**src/rtl/u16u8_pkg.sv**
```systemverilog
package u16u8_pkg;

  // Input item: one UTF-16 code unit of a path
  typedef struct packed {
    logic [15:0] code_unit;
    logic        last_unit;
    logic        empty_path;
  } unit_in_t;

  // Result item: one UTF-8 byte or the status-only end of a path
  typedef struct packed {
    logic [7:0] out_byte;
    logic       byte_valid;
    logic       run_end;
    logic       path_done;
    logic [2:0] status;
  } result_t;

  // Work for the back end: the results caused by one accepted item
  typedef struct packed {
    logic [3:0][7:0] data;
    logic [2:0]      nbytes;
    logic [2:0]      byte_status;
    logic            has_end;
    logic [2:0]      end_status;
  } job_t;

  localparam logic [2:0] ST_OK         = 3'd0;
  localparam logic [2:0] ST_EMPTY      = 3'd1;
  localparam logic [2:0] ST_BAD_CHAR   = 3'd2;
  localparam logic [2:0] ST_BAD_SURR   = 3'd3;
  localparam logic [2:0] ST_ABSOLUTE   = 3'd4;
  localparam logic [2:0] ST_UNSAFE     = 3'd5;

  localparam logic [1:0] CC_EMPTY  = 2'd0;
  localparam logic [1:0] CC_DOT    = 2'd1;
  localparam logic [1:0] CC_DOTDOT = 2'd2;
  localparam logic [1:0] CC_OTHER  = 2'd3;

  localparam logic [15:0] HIGH_FIRST = 16'hD800;
  localparam logic [15:0] HIGH_LAST  = 16'hDBFF;
  localparam logic [15:0] LOW_FIRST  = 16'hDC00;
  localparam logic [15:0] LOW_LAST   = 16'hDFFF;
  localparam logic [15:0] UNIT_NUL   = 16'h0000;
  localparam logic [15:0] UNIT_BSLASH = 16'h005C;

  localparam logic [20:0] CP_SUPP_BASE = 21'h10000;
  localparam logic [20:0] CP_MAX1      = 21'h7F;
  localparam logic [20:0] CP_MAX2      = 21'h7FF;
  localparam logic [20:0] CP_MAX3      = 21'hFFFF;
  localparam logic [20:0] CP_SLASH     = 21'h2F;
  localparam logic [20:0] CP_DOT       = 21'h2E;

  localparam logic [7:0] LEAD2 = 8'hC0;
  localparam logic [7:0] LEAD3 = 8'hE0;
  localparam logic [7:0] LEAD4 = 8'hF0;
  localparam logic [7:0] CONT  = 8'h80;

endpackage

```
**src/rtl/utf16_path_to_utf8_checker_unit.sv**
```systemverilog
// UTF-16 path to UTF-8 transcoder and checker. Push one code unit per item;
// results come out one per cycle while pop is held, each a UTF-8 byte or,
// at the end of a path, one status-only item whose status is final (drop the
// bytes if it is not zero). An item is taken whenever the job queue of
// QueueDepth entries has room; it yields 0 to 5 results (4 bytes for a
// supplementary code point, plus 1 status-only result at the path end). The
// single-byte-per-cycle result port sets the sustained rate. Items that yield
// no result (a waiting high surrogate, units after an error) take no queue
// entry.
module utf16_path_to_utf8_checker_unit #(
  parameter int unsigned QueueDepth = 4
) (
  input  logic                clk_i,
  input  logic                rst_ni,
  input  logic                push,
  output logic                full,
  input  u16u8_pkg::unit_in_t in_item_i,
  output logic                empty,
  input  logic                pop,
  output u16u8_pkg::result_t  out_item_o
);
  import u16u8_pkg::*;

  logic job_wr, q_full, q_empty, q_rd;
  job_t job_w, job_r;

  assign full = q_full;

  u16u8_front u_front (
    .clk_i    (clk_i),
    .rst_ni   (rst_ni),
    .accept_i (push && !q_full),
    .item_i   (in_item_i),
    .job_wr_o (job_wr),
    .job_o    (job_w)
  );

  u16u8_fifo #(
    .Depth (QueueDepth)
  ) u_fifo (
    .clk_i   (clk_i),
    .rst_ni  (rst_ni),
    .wr_i    (job_wr),
    .wdata_i (job_w),
    .full_o  (q_full),
    .rd_i    (q_rd),
    .empty_o (q_empty),
    .rdata_o (job_r)
  );

  u16u8_back u_back (
    .clk_i     (clk_i),
    .rst_ni    (rst_ni),
    .q_empty_i (q_empty),
    .q_data_i  (job_r),
    .q_rd_o    (q_rd),
    .empty_o   (empty),
    .pop_i     (pop),
    .result_o  (out_item_o)
  );

endmodule

```
**src/rtl/u16u8_front.sv**
```systemverilog
module u16u8_front (
  input  logic                clk_i,
  input  logic                rst_ni,
  input  logic                accept_i,
  input  u16u8_pkg::unit_in_t item_i,
  output logic                job_wr_o,
  output u16u8_pkg::job_t     job_o
);
  import u16u8_pkg::*;

  logic [9:0]  ph_q, ph_d;
  logic        hw_q, hw_d;
  logic [2:0]  ue_q, ue_d;
  logic [2:0]  pe_q, pe_d;
  logic [1:0]  cc_q, cc_d;
  logic        start_q, start_d;

  logic [9:0]  t_ph;
  logic        t_hw;
  logic [2:0]  t_ue, t_pe, f_ue, f_pe;
  logic [1:0]  t_cc;
  logic        has_cp, is_high, is_low, ends, fin_start;
  logic [20:0] cp;
  logic [15:0] u;
  logic [2:0]  nb;
  logic [3:0][7:0] data;

  assign u       = item_i.code_unit;
  assign is_high = (u >= HIGH_FIRST) && (u <= HIGH_LAST);
  assign is_low  = (u >= LOW_FIRST) && (u <= LOW_LAST);
  assign ends    = item_i.empty_path || item_i.last_unit;

  always_comb begin
    t_ph   = ph_q;
    t_hw   = hw_q;
    t_ue   = ue_q;
    t_pe   = pe_q;
    t_cc   = cc_q;
    has_cp = 1'b0;
    cp     = '0;
    nb     = 3'd0;
    data   = '0;
    if (!item_i.empty_path) begin
      if (ue_q == ST_OK) begin
        if (hw_q) begin
          t_hw = 1'b0;
          if (!is_low) begin
            t_ue = ST_BAD_SURR;
          end else begin
            cp     = CP_SUPP_BASE + {1'b0, ph_q, u[9:0]};
            t_ph   = '0;
            has_cp = 1'b1;
          end
        end else if (u == UNIT_NUL || u == UNIT_BSLASH) begin
          t_ue = ST_BAD_CHAR;
        end else if (is_low) begin
          t_ue = ST_BAD_SURR;
        end else if (is_high) begin
          t_ph = u[9:0];
          t_hw = 1'b1;
        end else begin
          cp     = {5'd0, u};
          has_cp = 1'b1;
        end
      end
      if (has_cp) begin
        if (start_q && cp == CP_SLASH && t_pe == ST_OK) begin
          t_pe = ST_ABSOLUTE;
        end
        if (cp == CP_SLASH) begin
          if (t_cc != CC_OTHER && t_pe == ST_OK) begin
            t_pe = ST_UNSAFE;
          end
          t_cc = CC_EMPTY;
        end else if (cp == CP_DOT) begin
          if (t_cc != CC_OTHER) begin
            t_cc = t_cc + 2'd1;
          end
        end else begin
          t_cc = CC_OTHER;
        end
        if (cp <= CP_MAX1) begin
          nb      = 3'd1;
          data[0] = cp[7:0];
        end else if (cp <= CP_MAX2) begin
          nb      = 3'd2;
          data[0] = LEAD2 | {3'd0, cp[10:6]};
          data[1] = CONT | {2'd0, cp[5:0]};
        end else if (cp <= CP_MAX3) begin
          nb      = 3'd3;
          data[0] = LEAD3 | {4'd0, cp[15:12]};
          data[1] = CONT | {2'd0, cp[11:6]};
          data[2] = CONT | {2'd0, cp[5:0]};
        end else begin
          nb      = 3'd4;
          data[0] = LEAD4 | {5'd0, cp[20:18]};
          data[1] = CONT | {2'd0, cp[17:12]};
          data[2] = CONT | {2'd0, cp[11:6]};
          data[3] = CONT | {2'd0, cp[5:0]};
        end
      end
    end
  end

  // end-of-path checks run on the state left by this unit
  assign fin_start = item_i.empty_path && start_q;

  always_comb begin
    f_ue = t_ue;
    f_pe = t_pe;
    if (fin_start) begin
      f_ue = ST_EMPTY;
    end else begin
      if (t_hw && t_ue == ST_OK) begin
        f_ue = ST_BAD_SURR;
      end
      if (t_cc != CC_OTHER && t_pe == ST_OK) begin
        f_pe = ST_UNSAFE;
      end
    end
  end

  always_comb begin
    job_o.data        = data;
    job_o.nbytes      = nb;
    job_o.byte_status = (t_ue != ST_OK) ? t_ue : t_pe;
    job_o.has_end     = ends;
    job_o.end_status  = (f_ue != ST_OK) ? f_ue : f_pe;
  end

  assign job_wr_o = accept_i && (ends || nb != 3'd0);

  always_comb begin
    ph_d    = ph_q;
    hw_d    = hw_q;
    ue_d    = ue_q;
    pe_d    = pe_q;
    cc_d    = cc_q;
    start_d = start_q;
    if (accept_i) begin
      if (ends) begin
        ph_d    = '0;
        hw_d    = 1'b0;
        ue_d    = ST_OK;
        pe_d    = ST_OK;
        cc_d    = CC_EMPTY;
        start_d = 1'b1;
      end else begin
        ph_d    = t_ph;
        hw_d    = t_hw;
        ue_d    = t_ue;
        pe_d    = t_pe;
        cc_d    = t_cc;
        start_d = 1'b0;
      end
    end
  end

  always_ff @(posedge clk_i or negedge rst_ni) begin
    if (!rst_ni) begin
      ph_q    <= '0;
      hw_q    <= 1'b0;
      ue_q    <= ST_OK;
      pe_q    <= ST_OK;
      cc_q    <= CC_EMPTY;
      start_q <= 1'b1;
    end else begin
      ph_q    <= ph_d;
      hw_q    <= hw_d;
      ue_q    <= ue_d;
      pe_q    <= pe_d;
      cc_q    <= cc_d;
      start_q <= start_d;
    end
  end

`ifndef SYNTHESIS
  a_hw_no_err: assert property (@(posedge clk_i) disable iff (!rst_ni)
    hw_q |-> ue_q == ST_OK)
    else $error("high surrogate waiting after a unit error");
  a_start_clean: assert property (@(posedge clk_i) disable iff (!rst_ni)
    start_q |-> (ue_q == ST_OK && pe_q == ST_OK && !hw_q && cc_q == CC_EMPTY))
    else $error("path start with leftover state");
`endif

endmodule

```
**src/rtl/u16u8_fifo.sv**
```systemverilog
module u16u8_fifo #(
  parameter int unsigned Depth = 4
) (
  input  logic              clk_i,
  input  logic              rst_ni,
  input  logic              wr_i,
  input  u16u8_pkg::job_t   wdata_i,
  output logic              full_o,
  input  logic              rd_i,
  output logic              empty_o,
  output u16u8_pkg::job_t   rdata_o
);
  import u16u8_pkg::*;

  localparam int unsigned AW = (Depth > 1) ? $clog2(Depth) : 1;
  localparam int unsigned CW = $clog2(Depth + 1);

  job_t            mem_q [Depth];
  logic [AW-1:0]   wptr_q, wptr_d, rptr_q, rptr_d;
  logic [CW-1:0]   cnt_q, cnt_d;
  logic            do_wr, do_rd;

  assign full_o  = (cnt_q == CW'(Depth));
  assign empty_o = (cnt_q == '0);
  assign do_wr   = wr_i && !full_o;
  assign do_rd   = rd_i && !empty_o;
  assign rdata_o = mem_q[rptr_q];

  always_comb begin
    wptr_d = wptr_q;
    rptr_d = rptr_q;
    cnt_d  = cnt_q;
    if (do_wr) begin
      wptr_d = (wptr_q == AW'(Depth - 1)) ? '0 : wptr_q + AW'(1);
    end
    if (do_rd) begin
      rptr_d = (rptr_q == AW'(Depth - 1)) ? '0 : rptr_q + AW'(1);
    end
    if (do_wr && !do_rd) begin
      cnt_d = cnt_q + CW'(1);
    end else if (do_rd && !do_wr) begin
      cnt_d = cnt_q - CW'(1);
    end
  end

  always_ff @(posedge clk_i) begin
    if (do_wr) begin
      mem_q[wptr_q] <= wdata_i;
    end
  end

  always_ff @(posedge clk_i or negedge rst_ni) begin
    if (!rst_ni) begin
      wptr_q <= '0;
      rptr_q <= '0;
      cnt_q  <= '0;
    end else begin
      wptr_q <= wptr_d;
      rptr_q <= rptr_d;
      cnt_q  <= cnt_d;
    end
  end

`ifndef SYNTHESIS
  a_no_overflow: assert property (@(posedge clk_i) disable iff (!rst_ni)
    wr_i |-> !full_o)
    else $error("job written into a full queue");
  a_cnt_range: assert property (@(posedge clk_i) disable iff (!rst_ni)
    cnt_q <= CW'(Depth))
    else $error("queue count out of range");
`endif

endmodule

```
**src/rtl/u16u8_back.sv**
```systemverilog
module u16u8_back (
  input  logic              clk_i,
  input  logic              rst_ni,
  input  logic              q_empty_i,
  input  u16u8_pkg::job_t   q_data_i,
  output logic              q_rd_o,
  output logic              empty_o,
  input  logic              pop_i,
  output u16u8_pkg::result_t result_o
);
  import u16u8_pkg::*;

  job_t       job_q, job_d;
  logic       vld_q, vld_d;
  logic [2:0] idx_q, idx_d;
  logic [2:0] nres;
  logic       last_res, take;

  assign nres     = job_q.nbytes + {2'd0, job_q.has_end};
  assign last_res = (idx_q == nres - 3'd1);
  assign empty_o  = !vld_q;
  assign take     = !vld_q || (pop_i && last_res);
  assign q_rd_o   = take && !q_empty_i;

  always_comb begin
    result_o.run_end = last_res;
    if (idx_q < job_q.nbytes) begin
      result_o.out_byte   = job_q.data[idx_q[1:0]];
      result_o.byte_valid = 1'b1;
      result_o.path_done  = 1'b0;
      result_o.status     = job_q.byte_status;
    end else begin
      result_o.out_byte   = '0;
      result_o.byte_valid = 1'b0;
      result_o.path_done  = 1'b1;
      result_o.status     = job_q.end_status;
    end
  end

  always_comb begin
    job_d = job_q;
    vld_d = vld_q;
    idx_d = idx_q;
    if (take) begin
      vld_d = !q_empty_i;
      idx_d = 3'd0;
      if (!q_empty_i) begin
        job_d = q_data_i;
      end
    end else if (pop_i) begin
      idx_d = idx_q + 3'd1;
    end
  end

  always_ff @(posedge clk_i) begin
    job_q <= job_d;
  end

  always_ff @(posedge clk_i or negedge rst_ni) begin
    if (!rst_ni) begin
      vld_q <= 1'b0;
      idx_q <= 3'd0;
    end else begin
      vld_q <= vld_d;
      idx_q <= idx_d;
    end
  end

`ifndef SYNTHESIS
  a_idx_range: assert property (@(posedge clk_i) disable iff (!rst_ni)
    vld_q |-> (idx_q < nres))
    else $error("result index beyond the job");
  a_job_nonempty: assert property (@(posedge clk_i) disable iff (!rst_ni)
    vld_q |-> (nres != 3'd0 && nres <= 3'd5))
    else $error("job with no results held");
`endif

endmodule

```
**config.mk**
```make
export PLATFORM = sky130hd
export DESIGN_NAME = utf16_path_to_utf8_checker_unit
export DESIGN_NICKNAME = d
export VERILOG_FILES = /design/src/rtl/u16u8_pkg.sv /design/src/rtl/utf16_path_to_utf8_checker_unit.sv /design/src/rtl/u16u8_front.sv /design/src/rtl/u16u8_fifo.sv /design/src/rtl/u16u8_back.sv
export SDC_FILE = /design/constraint.sdc
export NUM_CORES = 1
export LEC_CHECK = 0
export ABC_AREA = 1
export BUFFER_PORTS_ARGS = -buffer_cell sky130_fd_sc_hd__clkbuf_2
export CAP_MARGIN = 40
export CELL_PAD_IN_SITES_DETAIL_PLACEMENT = 1
export CELL_PAD_IN_SITES_GLOBAL_PLACEMENT = 1
export CORE_MARGIN = 4
export CORE_UTILIZATION = 35
export CTS_BUF_LIST = sky130_fd_sc_hd__clkbuf_4 sky130_fd_sc_hd__clkbuf_8 sky130_fd_sc_hd__clkbuf_16
export CTS_CLUSTER_SIZE = 40
export DETAILED_ROUTE_END_ITERATION = 10
export PLACE_DENSITY = 0.69
export SLEW_MARGIN = 10
export SYNTH_ARGS = -nofsm -noshare
export SYNTH_HDL_FRONTEND = slang
export SYNTH_HIERARCHICAL = 1
export SYNTH_SLANG_ARGS = --single-unit
export TNS_END_PERCENT = 10
```
**constraint.sdc**
```tcl
create_clock -name clk_i -period 6.95 [get_ports clk_i]
set_input_delay 1.39 -clock clk_i [delete_from_list [all_inputs] [get_ports clk_i]]
set_output_delay 1.39 -clock clk_i [all_outputs]
set_load 0.005 [all_outputs]
```
==> key figures, run 1 <==
Place
  – Dpl cell area: 12160 sq um
  – GPL Wtd Cong: 0.8731
  – HPWL after DPL: 20.01 mm
  – I/O Buffers: 37

Pwr
  – Net Sw Power: 1.779 mW
  – Flop pwr share: 44.0%
  – Leakage power: 5.406 nW
  – Clock power frac: 27.0%
  – Combinational share of power: 29.0%
  – Maximum vdd ir drop: 0.2203 mV
  – Sw frac: 34.32%
  – Power per cell area: 396.9 nW/um^2
  – Internal power: 3.404 mW

Clock tree
  – Clock tree sinks: 241
  – Clock Tree Root: clkbuf_16
  – Hold Buf Count CTS: 0
  – TritonCTS buffer count: 26
  – Clk buf depth: 3
  – Clk slew on worst S/H paths: 0.06 ns
  – Worst-skew pair later-pin latency: 0.53 ns
  – H-tree depth: 1
  – Setup bufs post-CTS: 0
  – CTS tree: done
  – Post-cts sizing count: 0

Routing
  – DR vias/cell: 4.892
  – WL per Instance: 17.43 microns
  – Uppermost layer routed: met4
  – Drc violations: 0
  – WL met1: 13.04 mm
  – Detailed-route via count: 7916
  – WL met2: 13.29 mm
  – DRT Wirelength: 28.20 mm
  – Drt pass-1 iters: 5
  – Initial drt markers: 536
  – Antenna-violating nets left: 0
  – Metal3 WL: 1.285 mm

Yosys
  – Post-synth EDFFs: 210
  – Commonest cells in the netlist: nand2_1 (248), edfxtp_1 (210), inv_1 (168), nor2_1 (102), o211ai_1 (62)
  – Gate Count Post-Synth: 1129
  – Post-synth top area share: 54.25%
  – Synth Area per Inst: 10.30 sq um
  – Synth top area cells: edfxtp_1 (54%), nand2_1 (8.0%), dfrtp_1 (6.5%), inv_1 (5.4%), o211ai_1 (4.0%)
  – Ys async rst share: 12.86%
  – Largest area contributor in the netlist: edfxtp_1
  – Cell Area, Synth: 11620 sq um
  – #FFs+latches synth: 241
  – Yosys warnings: 6
  – Register area share after synthesis: 60.93%
  – Most common cell in the netlist: nand2_1
  – Library cells used by synthesis: 46
  – Most common flop cell mapped by yosys: edfxtp_1

Layout
  – Fillers: 3636
  – Layout area overhead: 12.31%
  – Final Net Count: 1193
  – N_diodes: 0
  – Design Area, Final: 13060 sq um
  – Layout cells sized above 1: 14.46%

Worst setup path
  – R2r endpoint: u_fifo/mem_q[3][24]
  – Max Fanout on Critical Path: 26
  – Slowest CP cell: nor2_4
  – FF-to-FF setup slack: 2.93 ns
  – CP startpoint: in_item_i[17]
  – Setup CP Type: in -> reg
  – CP Data Required Time: 7.16 ns
  – Setup crit start kind: primary input
  – Critical path arrival: 4.50 ns
  – Reg-to-Reg Start: u_fifo/cnt_q[0]
  – Crit end category: flip-flop
  – Most frequent cell on the critical path: nand2_1
  – R2R cell count: 11
  – Crit-path max cell delay: 0.77 ns
  – CP endpoint: u_fifo/mem_q[3][24]
  – Crit path cell chain: clkbuf_2, nand2_1, inv_2, nand3_4, a21oi_2, nand2_2, o21ai_0, nand2_1, nor2_4, buf_4

Floorplan
  – Initial Util: 35.64%
  – Number of primary I/O pins: 38
  – Total core area: 32620 sq um
  – Row cnt: 66
  – Die width: 190.2 microns
  – Die height: 190.2 microns
  – Die area: 36190 sq um

Timing
  – Slew of the pin with the lowest slew margin: 0.8743 ns
  – Fmax: 233.2 MHz
  – Final Hold Vio Count: 0
  – Endpoints failing setup: 0
  – Final Max Tran Viols: 0
  – Final period utilization: 61.69%
  – Worst Clk Skew: 0.009154 ns
  – RSZ-0062 raised after global routing: false
  – Worst rel slew slack: 41.58%
  – Setup TNS: 0 ns
  – Post-route minimum period: 4.288 ns

Run status
  – Status: completed

Global route
  – First-pass GRT wire length: 45.81 mm
  – Vias in the first global route: 8352
  – Total track usage: 15.81%
  – Global route total overflow: 0
  – Largest net degree at the start of global routing: 89
  – Initial antenna violation count: 0

Run
  – MaxCap Viol Count: 0

Min path
  – Worst hold path class: reg -> reg
  – Hold-critical path depth: 2
-- per-layer routing --
| metal | global-route usage (%) | vias up |
|---|---|---|
| met3 | 2.472 | 47 |
| li1 | - | 3854 |
| met4 | 3.370 | 0 |
| met2 | 26.16 | 163 |
| met5 | 0 | - |
| met1 | 22.23 | 3852 |
-- cell usage in the layout, fill, tap and decap left out, drive strengths merged, types with 3 or more instances in the layout --
cell,n
nand2,258
edfxtp,210
inv,183
nor2,115
o211ai,85
clkbuf,69
o21ai,58
nand3,55
dfrtp,30
a21oi,27
nand4,13
ha,12
buf,11
clkinv,10
a211oi,8
nor3,5
bufinv,4
xor2,3
conb,3
-- final cells by class --
type	instances	area (sq um)	area share (%)
Tap cell	442	553.0	4.236
Timing Repair Buffer	48	312.8	2.396
Multi-Input combinational cell	658	3545	27.15
Sequential cell	241	7087	54.28
Clock buffer	32	695.7	5.328
Clock inverter	14	176.4	1.351
Inverter	183	686.9	5.261
-- worst max-delay path, delay by kind of cell --
family | cells | cell delay [ns]
AO/OA/AOI/OAI | 2 | 0.78
buffers and inverters | 3 | 0.63
AND/OR/NAND/NOR | 5 | 1.66
-- metrics by stage --
step | util, % | total power, mW | setup slack (ns) | std cells | hold WS (ns)
after floorplan | - | 3.341 | 1.948 | 1131 | 0.4628
after global placement | 37.15 | 3.724 | 2.131 | 1569 | 0.4790
after detailed placement | 37.27 | 3.825 | 2.053 | 1571 | 0.4967
after CTS | 39.94 | 5.239 | 2.605 | 1617 | 0.5116
after global routing | 40.03 | 5.552 | 2.366 | 1618 | 0.5382
final | 40.03 | 5.183 | 2.662 | 1618 | 0.5065
-- power by group through the flow --
stage / clock network [mW] / logic (mW) / registers, mW
5_1_grt: 1.50 / 1.72 / 2.33
6_report: 1.40 / 1.50 / 2.28
3_3_place_gp: 0 / 1.43 / 2.30
4_1_cts: 1.43 / 1.52 / 2.29
2_1_floorplan: 0 / 1.13 / 2.21
3_5_place_dp: 0 / 1.51 / 2.32
-- sequential cells by signal, indices dropped and copies added, names as in the netlist, 2 cells and up --
register       flops
u_front/ph_q      10
u_fifo/cnt_q       3
u_fifo/wptr_q      2
u_fifo/rptr_q      2
u_back/job_q      42
u_fifo/mem_q     168
u_front/ue_q       3
u_front/cc_q       2
u_back/idx_q       3
u_front/pe_q       3
-- how the worst min path moves through the flow --
stage / from / to
floorplan: u_fifo/cnt_q[2] / u_fifo/cnt_q[2]
global placement: u_fifo/cnt_q[2] / u_fifo/cnt_q[2]
detailed placement: u_fifo/cnt_q[2] / u_fifo/cnt_q[2]
CTS: u_fifo/cnt_q[2] / u_fifo/cnt_q[2]
global route: u_fifo/cnt_q[2] / u_fifo/cnt_q[2]
finish: u_fifo/cnt_q[2] / u_fifo/cnt_q[2]
-- cell families (layout without fill, tap and decap cells) --
family,after synthesis,count (layout),synth area share (%)
buffers and inverters,232,277,8.998
DFF,241,241,60.93
AOI/OAI and AO/OA,189,189,11.47
adders and majority gates,13,13,1.464
other,1,3,0.03226
and+or+nand+nor,449,449,16.80
xor gates and xnor gates,4,4,0.3014
(Power assumes the default switching activity.)
==> run 2, diff against run 1 <==
--- a/config.mk
+++ b/config.mk
@@ -5,7 +5,7 @@
 export SDC_FILE = /design/constraint.sdc
 export NUM_CORES = 1
 export LEC_CHECK = 0
-export ABC_AREA = 1
+export ABC_AREA = 0
 export BUFFER_PORTS_ARGS = -buffer_cell sky130_fd_sc_hd__clkbuf_2
 export CAP_MARGIN = 40
 export CELL_PAD_IN_SITES_DETAIL_PLACEMENT = 1
@@ -15,7 +15,7 @@
 export CTS_BUF_LIST = sky130_fd_sc_hd__clkbuf_4 sky130_fd_sc_hd__clkbuf_8 sky130_fd_sc_hd__clkbuf_16
 export CTS_CLUSTER_SIZE = 40
 export DETAILED_ROUTE_END_ITERATION = 10
-export PLACE_DENSITY = 0.69
+export PLACE_DENSITY = 0.65
 export SLEW_MARGIN = 10
 export SYNTH_ARGS = -nofsm -noshare
 export SYNTH_HDL_FRONTEND = slang
==> constraint.sdc (replaced) <==
create_clock -name clk_i -period 4.4 [get_ports clk_i]
set_input_delay 0.88 -clock clk_i [delete_from_list [all_inputs] [get_ports clk_i]]
set_output_delay 0.88 -clock clk_i [all_outputs]
set_load 0.005 [all_outputs]
==> run 2 against run 1 <==
Combinational power is 25% higher. Clock power rose by 51%. First-iteration DRC count is 15% lower. Sequential share of layout area grew 4.7 points. Clock-buffer cell count rose by 2. Routed wire length is 14% lower. Largest power group unchanged. Critical path type unchanged.
==> key figures, run 2 <==
Run status
  – Status: completed

Place
  – HPWL after DPL: 16.59 mm
  – I/O Buffers: 37
  – GPL Wtd Cong: 0.8756
  – Dpl cell area: 11170 sq um
  – Dpl cells: 1070
  – Dpl ws: 0.2005 ns

Yosys
  – Compound-Gate Fraction of Synth Area: 6.275%
  – #FFs+latches synth: 241
  – Most common flop cell mapped by yosys: edfxtp_1
  – Xor/xnor cell area share of the yosys netlist: 0.8262%
  – Post-synth top area share: 60.35%
  – Post-synth EDFFs: 210
  – Post-synthesis mux area share: 12.71%
  – Simple-gate share of the synthesized area: 8.179%
  – Library cells used by synthesis: 69
  – Synth Area per Inst: 15.93 sq um
  – Yosys warnings: 6
  – Post-Synth Adder-Cell Area: 1.629%
  – Most common cell in the netlist: edfxtp_1
  – Ys async rst share: 12.86%
  – Largest family of logic cells by synthesized area: multiplexers
  – Gate Count Post-Synth: 656
  – Synth top area cells: edfxtp_1 (60%), mux4_2 (11%), dfrtp_1 (7.2%), nand2_1 (1.9%), a21oi_1 (1.7%)
  – Register area share after synthesis: 67.79%
  – Cell Area, Synth: 10450 sq um
  – Commonest cells in the netlist: edfxtp_1 (210), nand2_1 (53), mux4_2 (50), a21oi_1 (35)
  – Largest area contributor in the netlist: edfxtp_1

Routing
  – Drt pass-1 iters: 5
  – Antenna-violating nets left: 0
  – DRT Wirelength: 24.34 mm
  – DR vias/cell: 5.268
  – Drc violations: 0
  – WL per Instance: 21.81 microns
  – Detailed-route via count: 5879
  – Initial drt markers: 457

Layout
  – Fillers: 2909
  – Seq. cell area: 7086 sq um
  – Top Registers: u_fifo/mem_q (168), u_back/job_q (42), u_front/ph_q (10)
  – Layout area overhead: 14.92%
  – Most frequent cells in the layout: edfxtp_1 (210), nand2_1 (53), mux4_2 (50), clkbuf_2 (37), a21oi_1 (34)
  – Multi-input gate area: 3122 sq um
  – N_diodes: 0
  – Most flops, register: u_fifo/mem_q
  – Most common cell after layout, fill and taps aside: edfxtp_1
  – Layout cells sized above 1: 25.96%
  – Final Core Density: 41.28%
  – Final Net Count: 748
  – Finished Layout Cells: 1116
  – Design Area, Final: 12010 sq um
  – Max reg flops: 168

Worst setup path
  – Critical path arrival: 3.90 ns
  – Max Fanout on Critical Path: 5
  – Setup CP Type: in -> reg
  – CP Data Required Time: 4.65 ns
  – Crit end category: flip-flop
  – Setup crit start kind: primary input

Global route
  – Global route total overflow: 0
  – Initial antenna violation count: 0
  – Largest net degree at the start of global routing: 43
  – First-pass GRT wire length: 38.38 mm
  – Vias in the first global route: 6466
  – Total track usage: 14.91%

Timing
  – Final Hold Vio Count: 0
  – Fmax: 273.7 MHz
  – Endpoints failing setup: 0
  – Worst Clk Skew: 0.02454 ns
  – Worst rel slew slack: 46.00%
  – Final period utilization: 83.03%
  – Final Max Tran Viols: 0
  – RSZ-0062 raised after global routing: false
  – Final hold slack: 0.2108 ns
  – Post-route minimum period: 3.653 ns
  – Setup ws final: 0.7469 ns
  – Slew of the pin with the lowest slew margin: 0.7996 ns
  – Setup TNS: 0 ns

Pwr
  – Maximum vdd ir drop: 0.2761 mV
  – Net Sw Power: 2.099 mW
  – Flop pwr share: 46.2%
  – Internal power: 5.281 mW
  – Leakage power: 4.183 nW
  – Clock power frac: 28.5%
  – Sw frac: 28.44%
  – Final Total Pwr: 7.380 mW
  – Combinational share of power: 25.3%
  – Power per cell area: 614.6 nW/um^2

Floorplan
  – Row cnt: 62
  – Initial Util: 35.92%
  – Die width: 180.8 microns
  – Die area: 32680 sq um
  – Total core area: 29090 sq um
  – Die height: 180.8 microns
  – Number of primary I/O pins: 38

Clock tree
  – Clock tree sinks: 241
  – Clk slew on worst S/H paths: 0.06 ns
  – Clk buf depth: 3
  – Setup bufs post-CTS: 0
  – Worst-skew pair later-pin latency: 0.53 ns
  – H-tree depth: 1
  – CTS tree: done
  – TritonCTS buffer count: 25
  – Post-cts sizing count: 0
  – Hold Buf Count CTS: 0
  – Clock Tree Root: clkbuf_16

Min path
  – Worst hold path class: in -> async

Run
  – MaxCap Viol Count: 0
## run 2: final timing paths
path / startpoint / to / slack (ns) / cells after the start
min in group clk_i: u_front/ph_q[1] / u_front/ph_q[1] / 0.52 / 2
worst max-delay path: in_item_i[9] / u_fifo/mem_q[0][0] / 0.75 / 8
worst max register to register: u_front/hw_q / u_fifo/mem_q[0][0] / 0.80 / 7
max in group asynchronous: rst_ni / u_front/start_q / 3.67 / 2
worst min register to register: u_front/ph_q[1] / u_front/ph_q[1] / 0.52 / 2
worst min-delay path: rst_ni / u_fifo/wptr_q[0] / 0.21 / 1
## run 2: layout make-up
| type | instances | share of cell area (%) |
|---|---|---|
| flip-flops and latches | 241 | 59.01 |
| multi-input cells | 362 | 26.00 |
| clock buffers | 34 | 5.929 |
| well taps | 384 | 4.001 |
| repair buffers | 63 | 3.407 |
| clock inverters | 12 | 1.032 |
| inverters | 20 | 0.6252 |
## run 2: layer usage
metal  vias up  routed length (microns)  track usage (%)
met5         -                        0                0
met2       120                    12070            25.22
met1      3072                    10980            20.88
met4         0                      403            3.358
met3        32                      888            1.749
li1       2655                        -                -
## run 2: worst max-delay path: stages
cell       delay, ns
clkbuf_2        0.13
or3_1           0.41
or3_4           0.41
or4_4           0.54
or4b_4          0.58
a2111oi_2       0.36
o21ai_1         0.14
o31ai_1         0.45
## run 2: power by group through the flow
stage          Sequential (mW)  Clock [mW]  Combinational [mW]
5_1_grt                   3.47        2.28                2.06
2_1_floorplan             3.30           0                1.41
3_5_place_dp              3.47           0                1.93
3_3_place_gp              3.41           0                1.85
6_report                  3.41        2.11                1.87
4_1_cts                   3.42        2.17                1.94
## run 2: kinds of logic (layout without fill, tap and decap cells)
family          after synthesis  after routing
mux                          68             68
flops                       241            241
simple gates                166            166
fa+ha+maj                    13             13
compound gates              104            104
other cells                   1              3
buf+inv                      55            129
xor+xnor                      8              8
==> run 3, diff against run 2 <==
--- a/config.mk
+++ b/config.mk
@@ -15,7 +15,7 @@
 export CTS_BUF_LIST = sky130_fd_sc_hd__clkbuf_4 sky130_fd_sc_hd__clkbuf_8 sky130_fd_sc_hd__clkbuf_16
 export CTS_CLUSTER_SIZE = 40
 export DETAILED_ROUTE_END_ITERATION = 10
-export PLACE_DENSITY = 0.65
+export PLACE_DENSITY = 0.68
 export SLEW_MARGIN = 10
 export SYNTH_ARGS = -nofsm -noshare
 export SYNTH_HDL_FRONTEND = slang
==> constraint.sdc (replaced) <==
create_clock -name clk_i -period 3.3 [get_ports clk_i]
set_input_delay 0.66 -clock clk_i [delete_from_list [all_inputs] [get_ports clk_i]]
set_output_delay 0.66 -clock clk_i [all_outputs]
set_load 0.005 [all_outputs]
==> run 3 against run 2 <==
Non-clock buffer count up 49. Sequential share of layout area down 2.2 points. Critical path type is now reg -> reg. Worst setup slack worse by 0.63 ns. Final cell count up 4.2%. Sequential cell count unchanged.
==> key figures, run 3 (same netlist as run 2, synthesis figures left out) <==
Run status
  – Status: completed

Worst setup path
  – Crit end category: flip-flop
  – Crit-path max cell delay: 0.53 ns
  – Max Fanout on Critical Path: 4
  – Critical path arrival: 3.49 ns
  – FF-to-FF setup slack: 0.11 ns
  – CP Data Required Time: 3.60 ns
  – Setup CP Type: reg -> reg
  – Crit path cell chain: mux2_4, or3_4, or4_4, or4b_4, a2111oi_4, o21ai_2, a211oi_2
  – R2r endpoint: u_fifo/mem_q[0][2]
  – Slowest CP cell: or4b_4
  – R2R cell count: 7
  – CP startpoint: u_front/hw_q
  – Setup crit start kind: flip-flop
  – Reg-to-Reg Start: u_front/hw_q

Timing
  – Endpoints failing setup: 0
  – Slew of the pin with the lowest slew margin: 0.7513 ns
  – Final period utilization: 96.57%
  – Post-route minimum period: 3.187 ns
  – Worst Clk Skew: 0.006829 ns
  – Final Hold Vio Count: 0
  – Fmax: 313.8 MHz
  – RSZ-0062 raised after global routing: false
  – Worst rel slew slack: 49.91%
  – Final hold slack: 0.4920 ns
  – Final Max Tran Viols: 0

Pwr
  – Maximum vdd ir drop: 0.2949 mV
  – Final Total Pwr: 9.923 mW
  – Power per cell area: 796.1 nW/um^2
  – Leakage power: 4.443 nW

Layout
  – Most flops, register: u_fifo/mem_q
  – Layout cells sized above 1: 30.55%
  – Final Core Density: 42.85%
  – N_diodes: 0
  – Top Registers: u_fifo/mem_q (168), u_back/job_q (42), u_front/ph_q (10)
  – Most common cell after layout, fill and taps aside: edfxtp_1
  – Most frequent cells in the layout: edfxtp_1 (210), buf_4 (68), nand2_1 (53), mux4_2 (50), clkbuf_2 (37)
  – Layout area overhead: 19.30%
  – Final Net Count: 798
  – Max reg flops: 168

Place
  – I/O Buffers: 37
  – GPL Wtd Cong: 0.9242
  – HPWL after DPL: 16.25 mm

Floorplan
  – Die area: 32680 sq um
  – Number of primary I/O pins: 38
  – Die height: 180.8 microns
  – Die width: 180.8 microns
  – Initial Util: 35.92%
  – Row cnt: 62
  – Total core area: 29090 sq um

Routing
  – Detailed-route via count: 6138
  – Initial drt markers: 388
  – WL per Instance: 20.54 microns
  – Drt pass-1 iters: 5
  – Drc violations: 0
  – Antenna-violating nets left: 0
  – DRT Wirelength: 23.89 mm
  – DR vias/cell: 5.278

Global route
  – Total track usage: 14.54%
  – Largest net degree at the start of global routing: 43
  – Global route total overflow: 0
  – Initial antenna violation count: 0
  – Vias in the first global route: 6806
  – First-pass GRT wire length: 38.03 mm

Clock tree
  – H-tree depth: 1
  – Clk buf depth: 3
  – Clock tree sinks: 241
  – Clk slew on worst S/H paths: 0.06 ns
  – Worst-skew pair later-pin latency: 0.51 ns
  – Clock Tree Root: clkbuf_16
  – Setup bufs post-CTS: 0
  – CTS tree: done
  – TritonCTS buffer count: 26

Min path
  – Hold_sp: u_front/ph_q[0]
  – Hold-critical path depth: 2
  – Hold EP: u_front/ph_q[0]
  – Worst hold path class: reg -> reg

Run
  – MaxCap Viol Count: 0
==> run 3: worst max-delay path by stage <==
stage	to	slack, ns	cells past startpoint
after floorplan	u_fifo/mem_q[1][0]	-0.17	8
after global placement	u_fifo/mem_q[0][0]	-0.32	8
after detailed placement	u_fifo/mem_q[3][0]	-0.40	8
after CTS	u_fifo/mem_q[0][2]	0.03	7
after global routing	u_fifo/mem_q[1][2]	0.004	8
final	u_fifo/mem_q[0][2]	0.11	7
==> run 3: critical path: cells and delay by family (launching register included) <==
kind / cells / cell delay [ns]
and+or+nand+nor: 3 / 1.42
AOI/OAI and AO/OA: 3 / 0.82
DFF: 1 / 0.41
muxes: 1 / 0.32
==> run 3: layer usage <==
metal / global-route usage [%] / up-vias / share of wire, %
li1: - / 2753 / -
met1: 19.69 / 3211 / 44
met2: 24.92 / 141 / 51
met3: 2.232 / 33 / 4.3
met4: 3.358 / 0 / 1.6
met5: 0 / - / 0
==> run 3: what timing repair did <==
item	4_1_cts	5_1_grt
setup endpoints to repair	0	8
endpoints found under the hold margin	3	0
gates resized for setup	0	6
hold buffers	1	0
==> run 3: per-stage QoR <==
step	setup TNS [ns]	instances	cell area [sq um]	setup slack (ns)
floorplan	-22.03	658	10480	-0.1652
global placement	-4.812	1117	11570	-0.3203
detailed placement	-5.078	1118	11590	-0.4040
CTS	0	1163	12420	0.03028
global route	0	1163	12470	0.003572
finish	0	1163	12470	0.1131
==> run 3: where the power goes <==
part           internal, mW  total, mW  leakage, nW  switching, mW
registers              4.17       4.54         2.32          0.368
clock network          1.68       2.75        0.411           1.08
logic                  1.30       2.63         1.72           1.33
==> run 3: area by class of cell <==
type | count | area, sq um
multi-input combinational | 362 | 3173
timing repair buffer | 112 | 825.8
tap | 384 | 480.5
clock inverter | 7 | 62.56
sequential | 241 | 7086
inverter | 20 | 75.07
fill | 2915 | 16620
clock buffer | 37 | 763.2
